===== src/hdl/i2f_pkg.sv =====
package i2f_pkg;

  localparam int unsigned IntW     = 32;
  localparam int unsigned SignPos  = 31;
  localparam int unsigned FracBits = 23;
  localparam int unsigned LeadW    = 5;
  localparam int unsigned ExpW     = 8;

  localparam logic [ExpW-1:0] ExpBias = 8'd127;
  // largest exponent a 32-bit integer can reach: 2^31
  localparam logic [ExpW-1:0] ExpMax  = 8'd158;

  // guard bit position inside the normalized word
  localparam int unsigned GuardPos = SignPos - FracBits - 1;

  // stage 1 -> stage 2: sign and magnitude
  typedef struct packed {
    logic            neg;
    logic            zero;
    logic [IntW-1:0] mag;
  } i2f_abs_t;

  // stage 3 -> round stage: leading one moved to bit 31
  typedef struct packed {
    logic             neg;
    logic             zero;
    logic [LeadW-1:0] lead;
    logic [IntW-1:0]  norm;
  } i2f_norm_t;

  // position of the highest set bit, 0 when none
  function automatic logic [LeadW-1:0] lead_one(input logic [IntW-1:0] v);
    logic [LeadW-1:0] pos;
    pos = '0;
    for (int k = 0; k < IntW; k++) begin
      if (v[k]) begin
        pos = LeadW'(k);
      end
    end
    return pos;
  endfunction

endpackage


===== src/hdl/i2f_normalize.sv =====
module i2f_normalize (
  input  logic               clk,
  input  logic               rst_n,
  input  logic               up_valid,
  output logic               up_ready,
  input  i2f_pkg::i2f_abs_t  up_data,
  output logic               dn_valid,
  input  logic               dn_ready,
  output i2f_pkg::i2f_norm_t dn_data
);
  import i2f_pkg::*;

  // stage 2: leading-one position
  logic             s2_valid_r;
  logic             s2_neg_r;
  logic             s2_zero_r;
  logic [LeadW-1:0] s2_lead_r;
  logic [IntW-1:0]  s2_mag_r;
  logic             s2_ready;

  // stage 3: normalized magnitude
  logic             s3_valid_r;
  i2f_norm_t        s3_data_r;
  i2f_norm_t        s3_data_nxt;
  logic             s3_ready;

  assign s3_ready = !s3_valid_r || dn_ready;
  assign s2_ready = !s2_valid_r || s3_ready;
  assign up_ready = s2_ready;

  always_ff @(posedge clk) begin
    if (!rst_n) begin
      s2_valid_r <= 1'b0;
    end else if (s2_ready) begin
      s2_valid_r <= up_valid;
    end
  end

  always_ff @(posedge clk) begin
    if (s2_ready && up_valid) begin
      s2_neg_r  <= up_data.neg;
      s2_zero_r <= up_data.zero;
      s2_mag_r  <= up_data.mag;
      s2_lead_r <= lead_one(up_data.mag);
    end
  end

  always_comb begin
    s3_data_nxt.neg  = s2_neg_r;
    s3_data_nxt.zero = s2_zero_r;
    s3_data_nxt.lead = s2_lead_r;
    s3_data_nxt.norm = s2_mag_r << (LeadW'(SignPos) - s2_lead_r);
  end

  always_ff @(posedge clk) begin
    if (!rst_n) begin
      s3_valid_r <= 1'b0;
    end else if (s3_ready) begin
      s3_valid_r <= s2_valid_r;
    end
  end

  always_ff @(posedge clk) begin
    if (s3_ready && s2_valid_r) begin
      s3_data_r <= s3_data_nxt;
    end
  end

  assign dn_valid = s3_valid_r;
  assign dn_data  = s3_data_r;

endmodule


===== src/hdl/int32_to_float32_converter_top.sv =====
// Path: an accepted input passes the stage 1, stage 2, stage 3 and output registers in turn
// before out_tvalid rises, holding wherever a later stage is full (four register stages).
// Throughput: one transaction per cycle; each stage holds when the one after is full.
// Stages: sign/magnitude, leading-one detect, normalize shift, round into output register.
// Reset: rst_n synchronous, active low, clears all stage valid bits; payload is not reset.
module int32_to_float32_converter_top (
  input  logic               clk,
  input  logic               rst_n,
  input  logic               in_tvalid,
  output logic               in_tready,
  input  logic signed [31:0] in_tdata,   // [31:0] int_value
  output logic               out_tvalid,
  input  logic               out_tready,
  output logic [31:0]        out_tdata   // [31:0] float_word
);
  import i2f_pkg::*;

  // stage 1: sign and magnitude
  logic      s1_valid_r;
  i2f_abs_t  s1_data_r;
  i2f_abs_t  s1_data_nxt;
  logic      s1_ready;

  // normalize segment output
  logic      nm_valid;
  logic      nm_ready;
  i2f_norm_t nm_data;

  // round stage / output register
  logic            out_valid_r;
  logic [IntW-1:0] out_data_r;
  logic [IntW-1:0] out_data_nxt;
  logic            out_ready;

  logic [FracBits-1:0] frac;
  logic                guard;
  logic                sticky;
  logic                round_up;
  logic [ExpW-1:0]     exp_biased;

  assign out_ready = !out_valid_r || out_tready;
  assign in_tready = s1_ready;

  // stage 1: magnitude; the most negative value wraps to 2^31 as unsigned
  always_comb begin
    s1_data_nxt.neg  = in_tdata[SignPos];
    s1_data_nxt.zero = (in_tdata == '0);
    s1_data_nxt.mag  = in_tdata[SignPos] ? (IntW'(0) - IntW'(in_tdata)) : IntW'(in_tdata);
  end

  always_ff @(posedge clk) begin
    if (!rst_n) begin
      s1_valid_r <= 1'b0;
    end else if (s1_ready) begin
      s1_valid_r <= in_tvalid;
    end
  end

  always_ff @(posedge clk) begin
    if (s1_ready && in_tvalid) begin
      s1_data_r <= s1_data_nxt;
    end
  end

  // stages 2 and 3
  i2f_normalize u_normalize (
    .clk      (clk),
    .rst_n    (rst_n),
    .up_valid (s1_valid_r),
    .up_ready (s1_ready),
    .up_data  (s1_data_r),
    .dn_valid (nm_valid),
    .dn_ready (nm_ready),
    .dn_data  (nm_data)
  );

  assign nm_ready = out_ready;

  // stage 4: round to nearest even; hidden bit sits at bit 31 of norm
  always_comb begin
    frac       = nm_data.norm[SignPos-1 -: FracBits];
    guard      = nm_data.norm[GuardPos];
    sticky     = |nm_data.norm[GuardPos-1:0];
    round_up   = guard && (sticky || nm_data.norm[GuardPos+1]);
    exp_biased = ExpW'(nm_data.lead) + ExpBias;
    // carry out of the fraction bumps the exponent through this add
    out_data_nxt = {nm_data.neg, exp_biased, frac} + IntW'(round_up);
    if (nm_data.zero) begin
      out_data_nxt = '0;
    end
  end

  always_ff @(posedge clk) begin
    if (!rst_n) begin
      out_valid_r <= 1'b0;
    end else if (out_ready) begin
      out_valid_r <= nm_valid;
    end
  end

  always_ff @(posedge clk) begin
    if (out_ready && nm_valid) begin
      out_data_r <= out_data_nxt;
    end
  end

  assign out_tvalid = out_valid_r;
  assign out_tdata  = out_data_r;

endmodule


===== config.mk =====
export PLATFORM = sky130hd
export DESIGN_NAME = int32_to_float32_converter_top
export DESIGN_NICKNAME = d
export VERILOG_FILES = /design/src/hdl/i2f_pkg.sv /design/src/hdl/i2f_normalize.sv /design/src/hdl/int32_to_float32_converter_top.sv
export SDC_FILE = /design/constraint.sdc
export NUM_CORES = 1
export LEC_CHECK = 0
export ABC_AREA = 1
export ABC_CLOCK_PERIOD_IN_PS = 4000
export BUFFER_PORTS_ARGS = -buffer_cell sky130_fd_sc_hd__buf_4
export CELL_PAD_IN_SITES_DETAIL_PLACEMENT = 0
export CELL_PAD_IN_SITES_GLOBAL_PLACEMENT = 1
export CORE_UTILIZATION = 50
export CTS_CLUSTER_SIZE = 28
export DETAILED_ROUTE_END_ITERATION = 6
export GPL_TIMING_DRIVEN = 0
export PLACE_DENSITY_LB_ADDON = 0.1
export SLEW_MARGIN = 0
export SYNTH_ARGS = -nofsm -noshare
export SYNTH_HDL_FRONTEND = slang
export SYNTH_SLANG_ARGS = --single-unit

===== constraint.sdc =====
create_clock -name clk -period 4 [get_ports clk]
set_input_delay 0.2 -clock clk [delete_from_list [all_inputs] [get_ports clk]]
set_output_delay 0.2 -clock clk [all_outputs]
set_load 0.05 [all_outputs]

==> flow_summary_export.csv, run 1 <==
group,metric,value,unit
floorplanning,initial_core_util,51.37,%
timing,holdWs,0.05829,ns
synth,synth_area_leaders,"edfxtp_1 (54%), nand2_1 (9.2%), o21ai_0 (5.6%)",
clock_network,clk_path_buf_depth,2,
worst_setup_path,cp_slowest_cell,"o21ai_0",
timing,tns,0,ns
clock_network,cts_setup_buffers,0,
synth,ys.warnings.count,0,
cells_and_area,area_growth,18.23,%
timing,relSlewSlack,12.12,%
timing,setup_ws,1.051,ns
synth,synthArstFlopShare,0,%
synth,synth_top_cells_by_count,"nand2_1 (193), edfxtp_1 (142), inv_1 (108)",
worst_setup_path,critical_path.cell_chain,"clkbuf_1 -> clkinv_1 -> clkbuf_1 -> nand2_1 -> nand3_1 -> o21ai_0 -> o21ai_0 -> o21ai_0 -> a22oi_1",
clock_network,cts_tree,"built",
synth,synth_most_common_cell,"nand2_1",
cells_and_area,finalNetCount,1012,
timing,setup_viol,0,
timing,worst_pin_slew,1.317,ns
cells_and_area,fin_util,60.73,%
place,place_ws,1.083,ns
synth,ys_ff_latch,146,
synth,synthesis.nets,920,
floorplanning,die_area,16180,um^2
synth,syn_area_per_cell,8.906,um^2
route,ant_nets,0,
clock_network,cts_buffers,17,
route,via_per_inst,5.145,
global_routing,grt_pass1_wl,27800,um
worst_setup_path,cp_slowest_stage_delay,0.53,ns
floorplanning,ioPinCount,70,
route,drt_iter0_drc,317,
timing,hold_violations,0,
clock_network,clkLatencyLatePin,0.43,ns
worst_setup_path,worstPathRequired,4.13,ns
synth,yosys.area.top_type_share,54.41,%
floorplanning,rows,45,
place,io_buffers,69,
synth,netlist_area,7838,um^2
floorplanning,dieWidth,127.2,um
route,avgRoutedWirePerCell,14.15,um
timing,rsz0062_at_grt,"false",
synth,synthCells,880,
global_routing,antenna_found_initial,0,
synth,ys_types,37,
timing,slew_viol_final,0,
worst_setup_path,worstSetupPathType,"reg -> reg",
timing,timing.final.crit_period,2.949,ns
clock_network,root_buffer,"clkbuf_16",
place,dp_hpwl,13320,um
power_and_ir_drop,peakVddDrop,0.2944,mV
route,drc_errors,0,
worst_setup_path,crit_fanout,10,
synth,synth-edff-count,142,
worst_setup_path,cp-start-kind,"flip-flop",
place,gp_congestion,0.8778,
global_routing,overflow,0,
cells_and_area,diodes,0,
worst_setup_path,end_kind,"flip-flop",
clock_network,clkSinkCount,146,
route,routed_wl,16920,um
power_and_ir_drop,p_leak,3.742,nW
clock_network,clkSlewWorstSetupHoldPaths,0.06,ns
route,drt_pass1_iterations,5,
synth,synth_flop_cell,"edfxtp_1",
timing,skew,0.01003,ns
timing,fin_crit_sh,73.71,%
worst_setup_path,critPathMostFrequentCell,"o21ai_0",
route,vias,6153,
power_and_ir_drop,fin_total_pwr,3.710,mW
global_routing,grt_pass1_vias,6054,
floorplanning,core-area,15260,um^2
job,maxCapViolations,0,
synth,yosysSeqAreaShare,55.43,%
global_routing,grt_max_degree,39,
worst_setup_path,cp.arrival,3.08,ns
global_routing,grt_usage,22.37,%
status,outcome,"finished, final reports clean",
worst_hold_path,hp-class,"in -> reg",
clock_network,htreeDepth,4,
floorplanning,die_h,127.2,um
synth,synth_top_area_cell,"edfxtp_1",
timing,fmax,0.3392,GHz
cells_and_area,final_layout_size_suffix_gt1_share,12.99,%
power_and_ir_drop,p_per_area,400.3,nW/um^2
## cells in the final DEF, fill, tap and decap left out, types with 3 or more instances in the layout
master     instances
xnor2_1           11
nand3_1           53
dfxtp_1            4
nand2_2            5
buf_1              6
nor2_2             5
inv_1            107
edfxtp_1         142
clkbuf_16         17
inv_6              4
nor3_1            25
nor4_1            10
ha_1               4
a21oi_1           40
clkinv_4           4
or2_2              6
buf_4             69
mux2i_1            7
nor2_1            87
nor2_4             5
o21ai_0           88
a22oi_1            3
nand2_1          193
xor2_1            22
nand4_1            5
clkbuf_1          26
clkinv_1           5
a31oi_1            3
o22ai_1            5
clkinv_2           3
## flip-flops by register name, summed over array words and instances (netlist names)
signal,count
u_normalize.dn_data,38
s1_data_r,34
out_tdata,32
u_normalize.s2_mag_r,31
u_normalize.s2_lead_r,5
out_tvalid,1
s1_valid_r,1
u_normalize.dn_valid,1
u_normalize.s2_neg_r,1
u_normalize.s2_valid_r,1
u_normalize.s2_zero_r,1
## metrics by stage
stage | area (um^2) | cells
4_1_cts | 9239 | 1195
5_1_grt | 9266 | 1196
3_5_place_dp | 8637 | 1161
2_1_floorplan | 7838 | 880
3_3_place_gp | 8620 | 1160
6_report | 9266 | 1196
## report_power, final
| group | total (mW) | leakage, nW | switching, mW | internal [mW] |
|---|---|---|---|---|
| logic | 0.360 | 2.11 | 0.235 | 0.124 |
| registers | 1.80 | 1.35 | 0.0364 | 1.76 |
| clock network | 1.55 | 0.286 | 0.628 | 0.922 |
## what timing repair did
action | in CTS | in global routing
hold endpoints to repair | 2 | 0
hold buffers | 2 | 0
resized for setup | 0 | 0
## kinds of logic (layout without fill, tap and decap cells)
logic type | Yosys count | in the layout | synth area share, %
muxes | 7 | 7 | 0.8940
buffers and inverters | 143 | 248 | 6.849
xor gates and xnor gates | 33 | 33 | 3.688
and+or+nand+nor | 402 | 402 | 22.84
AOI/OAI and AO/OA | 145 | 145 | 9.658
DFF | 146 | 146 | 55.43
adders and majority gates | 4 | 4 | 0.6386
## cell type report
class | instances | area (um^2)
well taps | 211 | 264.0
clock buffers | 17 | 425.4
flip-flops and latches | 146 | 4344
multi-input cells | 591 | 2959
clock inverters | 15 | 156.4
plain buffers | 32 | 120.1
repair buffers | 73 | 580.6
fillers | 1301 | 5992
inverters | 111 | 416.7
## worst max-delay path: cells and delay by family, from the launching register on
| kind | cells | cell delay, ns |
|---|---|---|
| buffers and inverters | 3 | 1.06 |
| AO/OA/AOI/OAI | 4 | 1.02 |
| flip-flops | 1 | 0.36 |
| AND/OR/NAND/NOR | 2 | 0.21 |
## worst paths after layout
check	from	slack, ns	cells past startpoint	end
worst max-delay path	u_normalize.s2_lead_r[0]	1.05	9	u_normalize.dn_data[27]
worst min-delay path	rst_n	0.06	3	u_normalize.dn_valid
worst max register to register	u_normalize.s2_lead_r[0]	1.05	9	u_normalize.dn_data[27]
worst min register to register	s1_data_r[33]	0.43	0	u_normalize.s2_neg_r
## routing by layer
metal	up-vias	share of wire [%]	GRT usage, %
met4	0	4.3	13.24
met2	144	54	42.24
met1	2811	39	22.88
met5	-	0	0
met3	49	2.9	4.355
li1	3149	-	-
Note: power is estimated with default switching activity, not from simulation.
==> run 2: changes to the inputs <==
Settings changed: ABC_CLOCK_PERIOD_IN_PS 4000 to 2400, CORE_UTILIZATION 50 to 42.
Clock period 4 ns to 2.4 ns, I/O delays scaled along.
==> run 2 against run 1 <==
  * Final cell count up 4.1%
  * Highest routed layer unchanged
  * Core utilization down 7.7 points
  * Global-route usage down 4.0 points
  * Critical endpoint is now out_tdata[27]
  * The run now ends with design-rule violations, negative setup slack left
  * Critical path depth up 11
==> flow_summary_export.csv, run 2 (synthesis results as in run 1) <==
group,metric,value,unit
clock_network,root_buffer,"clkbuf_16",
worst_hold_path,hp-class,"in -> reg",
floorplanning,initial_core_util,43.19,%
clock_network,htreeDepth,4,
clock_network,clkLatencyLatePin,0.42,ns
global_routing,overflow,0,
timing,setup_ws,-0.2401,ns
timing,skew,0.01133,ns
floorplanning,dieWidth,138.6,um
power_and_ir_drop,share_comb_of_total_power,10.4,%
place,io_buffers,69,
floorplanning,rows,49,
clock_network,clkSlewWorstSetupHoldPaths,0.06,ns
status,outcome,"complete, but fails checks",
power_and_ir_drop,p_per_area,612.5,nW/um^2
global_routing,grt_usage,18.37,%
cells_and_area,register_area,4345,um^2
worst_setup_path,critPathMostFrequentCell,"nor2_4",
place,dp_hpwl,13080,um
global_routing,grt_max_degree,39,
place,placedCellCount,1178,
clock_network,cts_buffers,17,
timing,fmax,0.3788,GHz
floorplanning,die_h,138.6,um
worst_setup_path,cp_slowest_cell,"edfxtp_1",
global_routing,antenna_found_initial,0,
worst_setup_path,end_kind,"flip-flop",
worst_setup_path,worstPathRequired,2.56,ns
clock_network,clkSinkCount,146,
status,violations,"design-rule violations, negative setup slack",
worst_setup_path,r2r_start,"u_normalize.dn_data[7]",
floorplanning,core-area,18150,um^2
route,drc_errors,10,
timing,relSlewSlack,24.04,%
timing,fin_crit_sh,110.0,%
worst_setup_path,rrSetupSlack,-0.24,ns
worst_setup_path,cp-endpoint,"out_tdata[27]",
power_and_ir_drop,seqPwrFrac,51.0,%
worst_setup_path,critical_path.cell_chain,"nand2_2 -> buf_4 -> nor2_4 -> nand3_4 -> nor2_4 -> nand3_4 -> nor2_4 -> nand3_2 -> nor2_2 -> nand2_2 -> nor2_4 -> nand2_2 -> nor4_4 -> nand2_2 -> nor2_4 -> nand2_2 -> nor2_4 -> nand4_2 -> o21ai_1 -> a21oi_1",
global_routing,grt_pass1_wl,27790,um
route,drt_iter0_drc,236,
cells_and_area,diodes,0,
cells_and_area,final_layout_size_suffix_gt1_share,18.70,%
cells_and_area,area_growth,22.78,%
clock_network,clk_path_buf_depth,2,
cells_and_area,fin_util,53.03,%
timing,setup_viol,5,
route,vias,6082,
worst_setup_path,r2r_cells,20,
cells_and_area,largest_reg_flops,38,
cells_and_area,multi_input_area,3109,um^2
worst_setup_path,crit_fanout,4,
clock_network,cts_tree,"built",
global_routing,grt_pass1_vias,5847,
worst_setup_path,cp_slowest_stage_delay,0.36,ns
timing,timing.final.crit_period,2.640,ns
route,drt_pass1_iterations,6,
power_and_ir_drop,pwr-share-clk,38.6,%
timing,rsz0062_at_grt,"true",
job,maxCapViolations,0,
cells_and_area,fill_cells,1749,
timing,slew_viol_final,0,
worst_setup_path,worstSetupPathType,"reg -> reg",
power_and_ir_drop,peakVddDrop,0.4210,mV
route,avgRoutedWirePerCell,13.63,um
power_and_ir_drop,p_int,4.461,mW
power_and_ir_drop,switchingPower,1.432,mW
power_and_ir_drop,swShare,24.30,%
worst_setup_path,cp.arrival,2.80,ns
timing,worst_pin_slew,1.138,ns
route,routed_wl,16970,um
cells_and_area,layout_common_cells,"nand2_1 (189), edfxtp_1 (142), inv_1 (102), buf_4 (96), nor2_1 (83)",
timing,hold_violations,0,
route,ant_nets,0,
power_and_ir_drop,p_leak,3.895,nW
timing,holdWs,0.002833,ns
floorplanning,ioPinCount,70,
route,via_per_inst,4.885,
cells_and_area,finalNetCount,1044,
worst_setup_path,cp-start-kind,"flip-flop",
place,gp_congestion,0.8460,
floorplanning,die_area,19210,um^2
worst_setup_path,r2r_end,"out_tdata[27]",
cells_and_area,final_common_cell,"nand2_1",
cells_and_area,final_cells,1245,
worst_setup_path,worstSetupStartpoint,"u_normalize.dn_data[7]",
run 2: changes by cell type in the layout (fill, tap and decap cells not counted), sizes merged:
cell         previous run  this run
clkinvlp                1         7
clkinv                 12         9
dlygate4sd3             2         9
bufinv                  2         0
inv                   111       107
buf                    77       103
clkbuf                 43        44
run 2: layer usage:
layer | track usage [%] | part of all wire (%) | vias up
li1 | - | - | 3207
met1 | 19.95 | 42 | 2720
met2 | 35.19 | 53 | 128
met3 | 2.901 | 2.6 | 27
met4 | 7.865 | 2.3 | 0
met5 | 0 | 0 | -
run 2: worst max-delay path, delay by kind of cell (launching register included):
family          cells  cell delay (ns)
compound gates      2             0.19
buf+inv             1             0.14
flops               1             0.36
simple gates       17             1.68
run 2: how the worst min path moves through the flow:
stage / start / end / slack [ns] / cells after the start
floorplan: in_tdata[0] / s1_data_r[0] / 0.22 / 0
global placement: in_tdata[0] / s1_data_r[0] / 0.33 / 1
detailed placement: in_tdata[0] / s1_data_r[0] / 0.32 / 1
CTS: in_tdata[15] / s1_data_r[15] / 0.0006 / 2
global route: in_tdata[26] / s1_data_r[26] / 0.005 / 2
finish: in_tvalid / s1_valid_r / 0.003 / 3
run 2: power by group through the flow:
| stage | sequential (mW) | clock (mW) | combinational [mW] |
|---|---|---|---|
| 4_1_cts | 3.01 | 2.32 | 0.606 |
| 2_1_floorplan | 3.07 | 0 | 0.363 |
| 3_5_place_dp | 3.06 | 0 | 0.587 |
| 6_report | 3.00 | 2.27 | 0.615 |
| 5_1_grt | 3.02 | 2.42 | 0.694 |
| 3_3_place_gp | 3.05 | 0 | 0.583 |
run 2: what timing repair did:
action                                  CTS  global route
gates resized for setup                  25            41
pin swaps                                 4            10
hold endpoints to repair                 10             0
cloned                                    0             1
setup buffers                            18            10
hold buffers                              9             0
endpoints found under the setup margin   35            67
run 2: final cells by class:
cell class / instances / share of cell area [%]
multi-input cells: 591 / 32.31
well taps: 229 / 2.978
repair buffers: 106 / 8.542
clock inverters: 11 / 0.7021
plain buffers: 30 / 1.274
clock buffers: 20 / 4.538
inverters: 111 / 4.421
repair inverters: 1 / 0.07801
flip-flops and latches: 146 / 45.16
run 2: metrics by stage:
step	cell area (um^2)	TNS, ns	worst slack, ns	power, mW
after floorplan	7843	0	0.01397	3.432
after global placement	8647	-18.26	-0.5047	3.637
after detailed placement	8655	-8.417	-0.4479	3.644
after CTS	9443	-0.5023	-0.1555	5.931
after global routing	9623	-2.188	-0.4283	6.135
final	9623	-0.6909	-0.2401	5.894
==> run 3: changes to the inputs <==
Settings changed: ABC_AREA 1 to unset, CORE_UTILIZATION 42 to 44.
==> run 3 against run 2 <==
  * The flow now finishes without violations
  * Global-route usage is 1.2 points higher
  * Via count down 13%
  * Die area is 4.2% lower
  * Sequential power grew 5%
  * Clock power rose by 15%
  * Register-to-register slack gained 0.29 ns
  * Synthesized area is 0.26% higher
  * Clock-buffer cell count decreased by 2
  * First-iteration DRC count decreased by 15%
  * Sequential share of layout area increased by 0.49 points
  * Fmax increased by 13%
  * Highest routed layer unchanged
==> flow_summary_export.csv, run 3 <==
group,metric,value,unit
timing,fin_crit_sh,97.74,%
cells_and_area,final_common_cell,"edfxtp_1",
clock_network,clk_path_buf_depth,2,
floorplanning,ioPinCount,70,
timing,timing.final.crit_period,2.346,ns
clock_network,clkLatencyLatePin,0.42,ns
worst_hold_path,hp-class,"in -> reg",
timing,worst_pin_slew,0.9026,ns
place,dp_hpwl,13500,um
route,drc_errors,0,
synth,synthCells,633,
floorplanning,die_h,135.6,um
route,vias,5306,
clock_network,cts_buffers,17,
power_and_ir_drop,fin_total_pwr,6.710,mW
clock_network,clkSlewWorstSetupHoldPaths,0.06,ns
synth,netlist_area,7858,um^2
global_routing,grt_pass1_vias,5225,
floorplanning,dieWidth,135.6,um
place,io_buffers,69,
global_routing,grt_pass1_wl,26810,um
floorplanning,initial_core_util,45.27,%
global_routing,antenna_found_initial,0,
timing,skew,0.02033,ns
cells_and_area,final_layout_size_suffix_gt1_share,24.00,%
clock_network,clkSinkCount,146,
floorplanning,core-area,17360,um^2
route,drt_pass1_iterations,4,
synth,syn_area_per_cell,12.41,um^2
cells_and_area,final_cells,975,
status,outcome,"finished, final reports clean",
synth,yosysSeqAreaShare,55.29,%
power_and_ir_drop,peakVddDrop,0.4621,mV
timing,setup_viol,0,
route,via_per_inst,5.442,
cells_and_area,diodes,0,
route,avgRoutedWirePerCell,17.42,um
worst_setup_path,worstPathRequired,2.57,ns
global_routing,grt_max_degree,36,
synth,ys_types,58,
timing,hold_violations,0,
cells_and_area,layout_common_cells,"edfxtp_1 (142), buf_4 (74), nor2_1 (66), nand2_1 (46), xnor2_1 (42)",
worst_setup_path,end_kind,"flip-flop",
worst_setup_path,worstSetupPathType,"reg -> reg",
floorplanning,rows,48,
synth,synth_area_leaders,"edfxtp_1 (54%), mux4_2 (8.6%), xnor2_1 (4.7%)",
timing,fmax,0.4263,GHz
synth,synthArstFlopShare,0,%
synth,synth_top_area_cell,"edfxtp_1",
clock_network,cts_tree,"built",
place,gp_congestion,0.8722,
synth,synthesis.nets,673,
synth,ys_ff_latch,146,
route,drt_iter0_drc,201,
synth,yosys.area.top_type_share,54.27,%
cells_and_area,largest_reg_flops,38,
synth,synth_top_cells_by_count,"edfxtp_1 (142), nor2_1 (66), nand2_1 (46)",
synth,synth-edff-count,142,
cells_and_area,area_growth,21.13,%
cells_and_area,finalNetCount,777,
place,placedCellCount,929,
worst_setup_path,cp-start-kind,"flip-flop",
global_routing,grt_usage,19.59,%
timing,rsz0062_at_grt,"true",
synth,synth_flop_cell,"edfxtp_1",
synth,synth_most_common_cell,"edfxtp_1",
floorplanning,die_area,18400,um^2
worst_setup_path,cp.arrival,2.52,ns
global_routing,overflow,0,
power_and_ir_drop,p_per_area,705.0,nW/um^2
timing,relSlewSlack,39.70,%
route,routed_wl,16990,um
timing,slew_viol_final,0,
worst_setup_path,crit_fanout,5,
route,ant_nets,0,
synth,ys.warnings.count,0,
job,maxCapViolations,0,
power_and_ir_drop,p_leak,3.229,nW
clock_network,root_buffer,"clkbuf_16",
clock_network,htreeDepth,4,
run 3: cell count changes after synthesis, moves of 14 or more:
cell / before / now
o21ai_0: 88 / 32
nand2_1: 193 / 46
xnor2_1: 11 / 42
nand3_1: 53 / 11
inv_1: 108 / 23
nor2_1: 88 / 66
a21oi_1: 40 / 26
mux4_2: 0 / 30
xor2_1: 22 / 5
run 3: logic make-up after synthesis:
kind of cell | synth area share (%)
AOI/OAI and AO/OA | 9.379
xor gates and xnor gates | 5.239
adders and majority gates | 0.6370
buffers and inverters | 2.786
DFF | 55.29
muxes | 12.05
and+or+nand+nor | 14.62
run 3: worst max-delay path: stages (launching register included):
cell and delay [ns]:
edfxtp_1 0.46, or3_1 0.41, a221oi_1 0.22, a21boi_0 0.39
o221ai_1 0.22, a21oi_1 0.39
run 3: layout make-up:
cell class / instances / area [um^2]
Buffer: 29 / 140.1
Clock buffer: 18 / 429.2
Clock inverter: 14 / 163.9
Fill cell: 1503 / 7839
Inverter: 24 / 90.09
Multi-Input combinational cell: 434 / 3376
Sequential cell: 146 / 4344
Tap cell: 225 / 281.5
Timing Repair Buffer: 85 / 693.2
run 3: what timing repair did:
action                                  CTS  global route
pin swaps                                 0             0
gates resized for setup                   7             9
endpoints found under the hold margin    15             0
setup buffers                             0             2
endpoints found under the setup margin   12            14
hold buffers                             12             0
run 3: path summary, 6_finish.rpt:
path            startpoint                        to  slack [ns]  depth (start not counted)
max reg2reg  s1_data_r[16]  u_normalize.s2_lead_r[0]        0.05                          5
min reg2reg  s1_data_r[32]     u_normalize.s2_zero_r        0.42                          0
max          s1_data_r[16]  u_normalize.s2_lead_r[0]        0.05                          5
min           in_tdata[21]             s1_data_r[21]        0.01                          2
run 3: per-layer routing:
layer  part of all wire [%]  vias to the layer above  track usage [%]
li1                       -                     2646                -
met2                     56                      104            37.78
met4                    2.7                        0            8.864
met1                     40                     2530            20.15
met5                      0                        -                0
met3                    1.9                       26            3.779
run 3: through the flow:
stage | utilization, % | hold WS (ns) | setup WS (ns) | setup TNS [ns] | instance area [um^2]
3_5_place_dp | 50.34 | 0.3345 | -0.2453 | -0.6411 | 8737
3_3_place_gp | 49.99 | 0.3307 | -0.2169 | -2.797 | 8676
5_1_grt | 54.84 | 0.01567 | -0.03846 | -0.03846 | 9518
4_1_cts | 54.59 | 0.003032 | 0.001267 | 0 | 9475
6_report | 54.84 | 0.01374 | 0.05420 | 0 | 9518
2_1_floorplan | - | 0.2189 | -0.01676 | -0.6369 | 7876
run 3: power breakdown:
| group | total, mW | leakage, nW | internal [mW] | switching, mW |
|---|---|---|---|---|
| logic | 0.955 | 1.61 | 0.428 | 0.527 |
| registers | 3.14 | 1.33 | 3.01 | 0.133 |
| clock network | 2.62 | 0.287 | 1.63 | 0.987 |
| total | 6.71 | 3.23 | 5.06 | 1.65 |
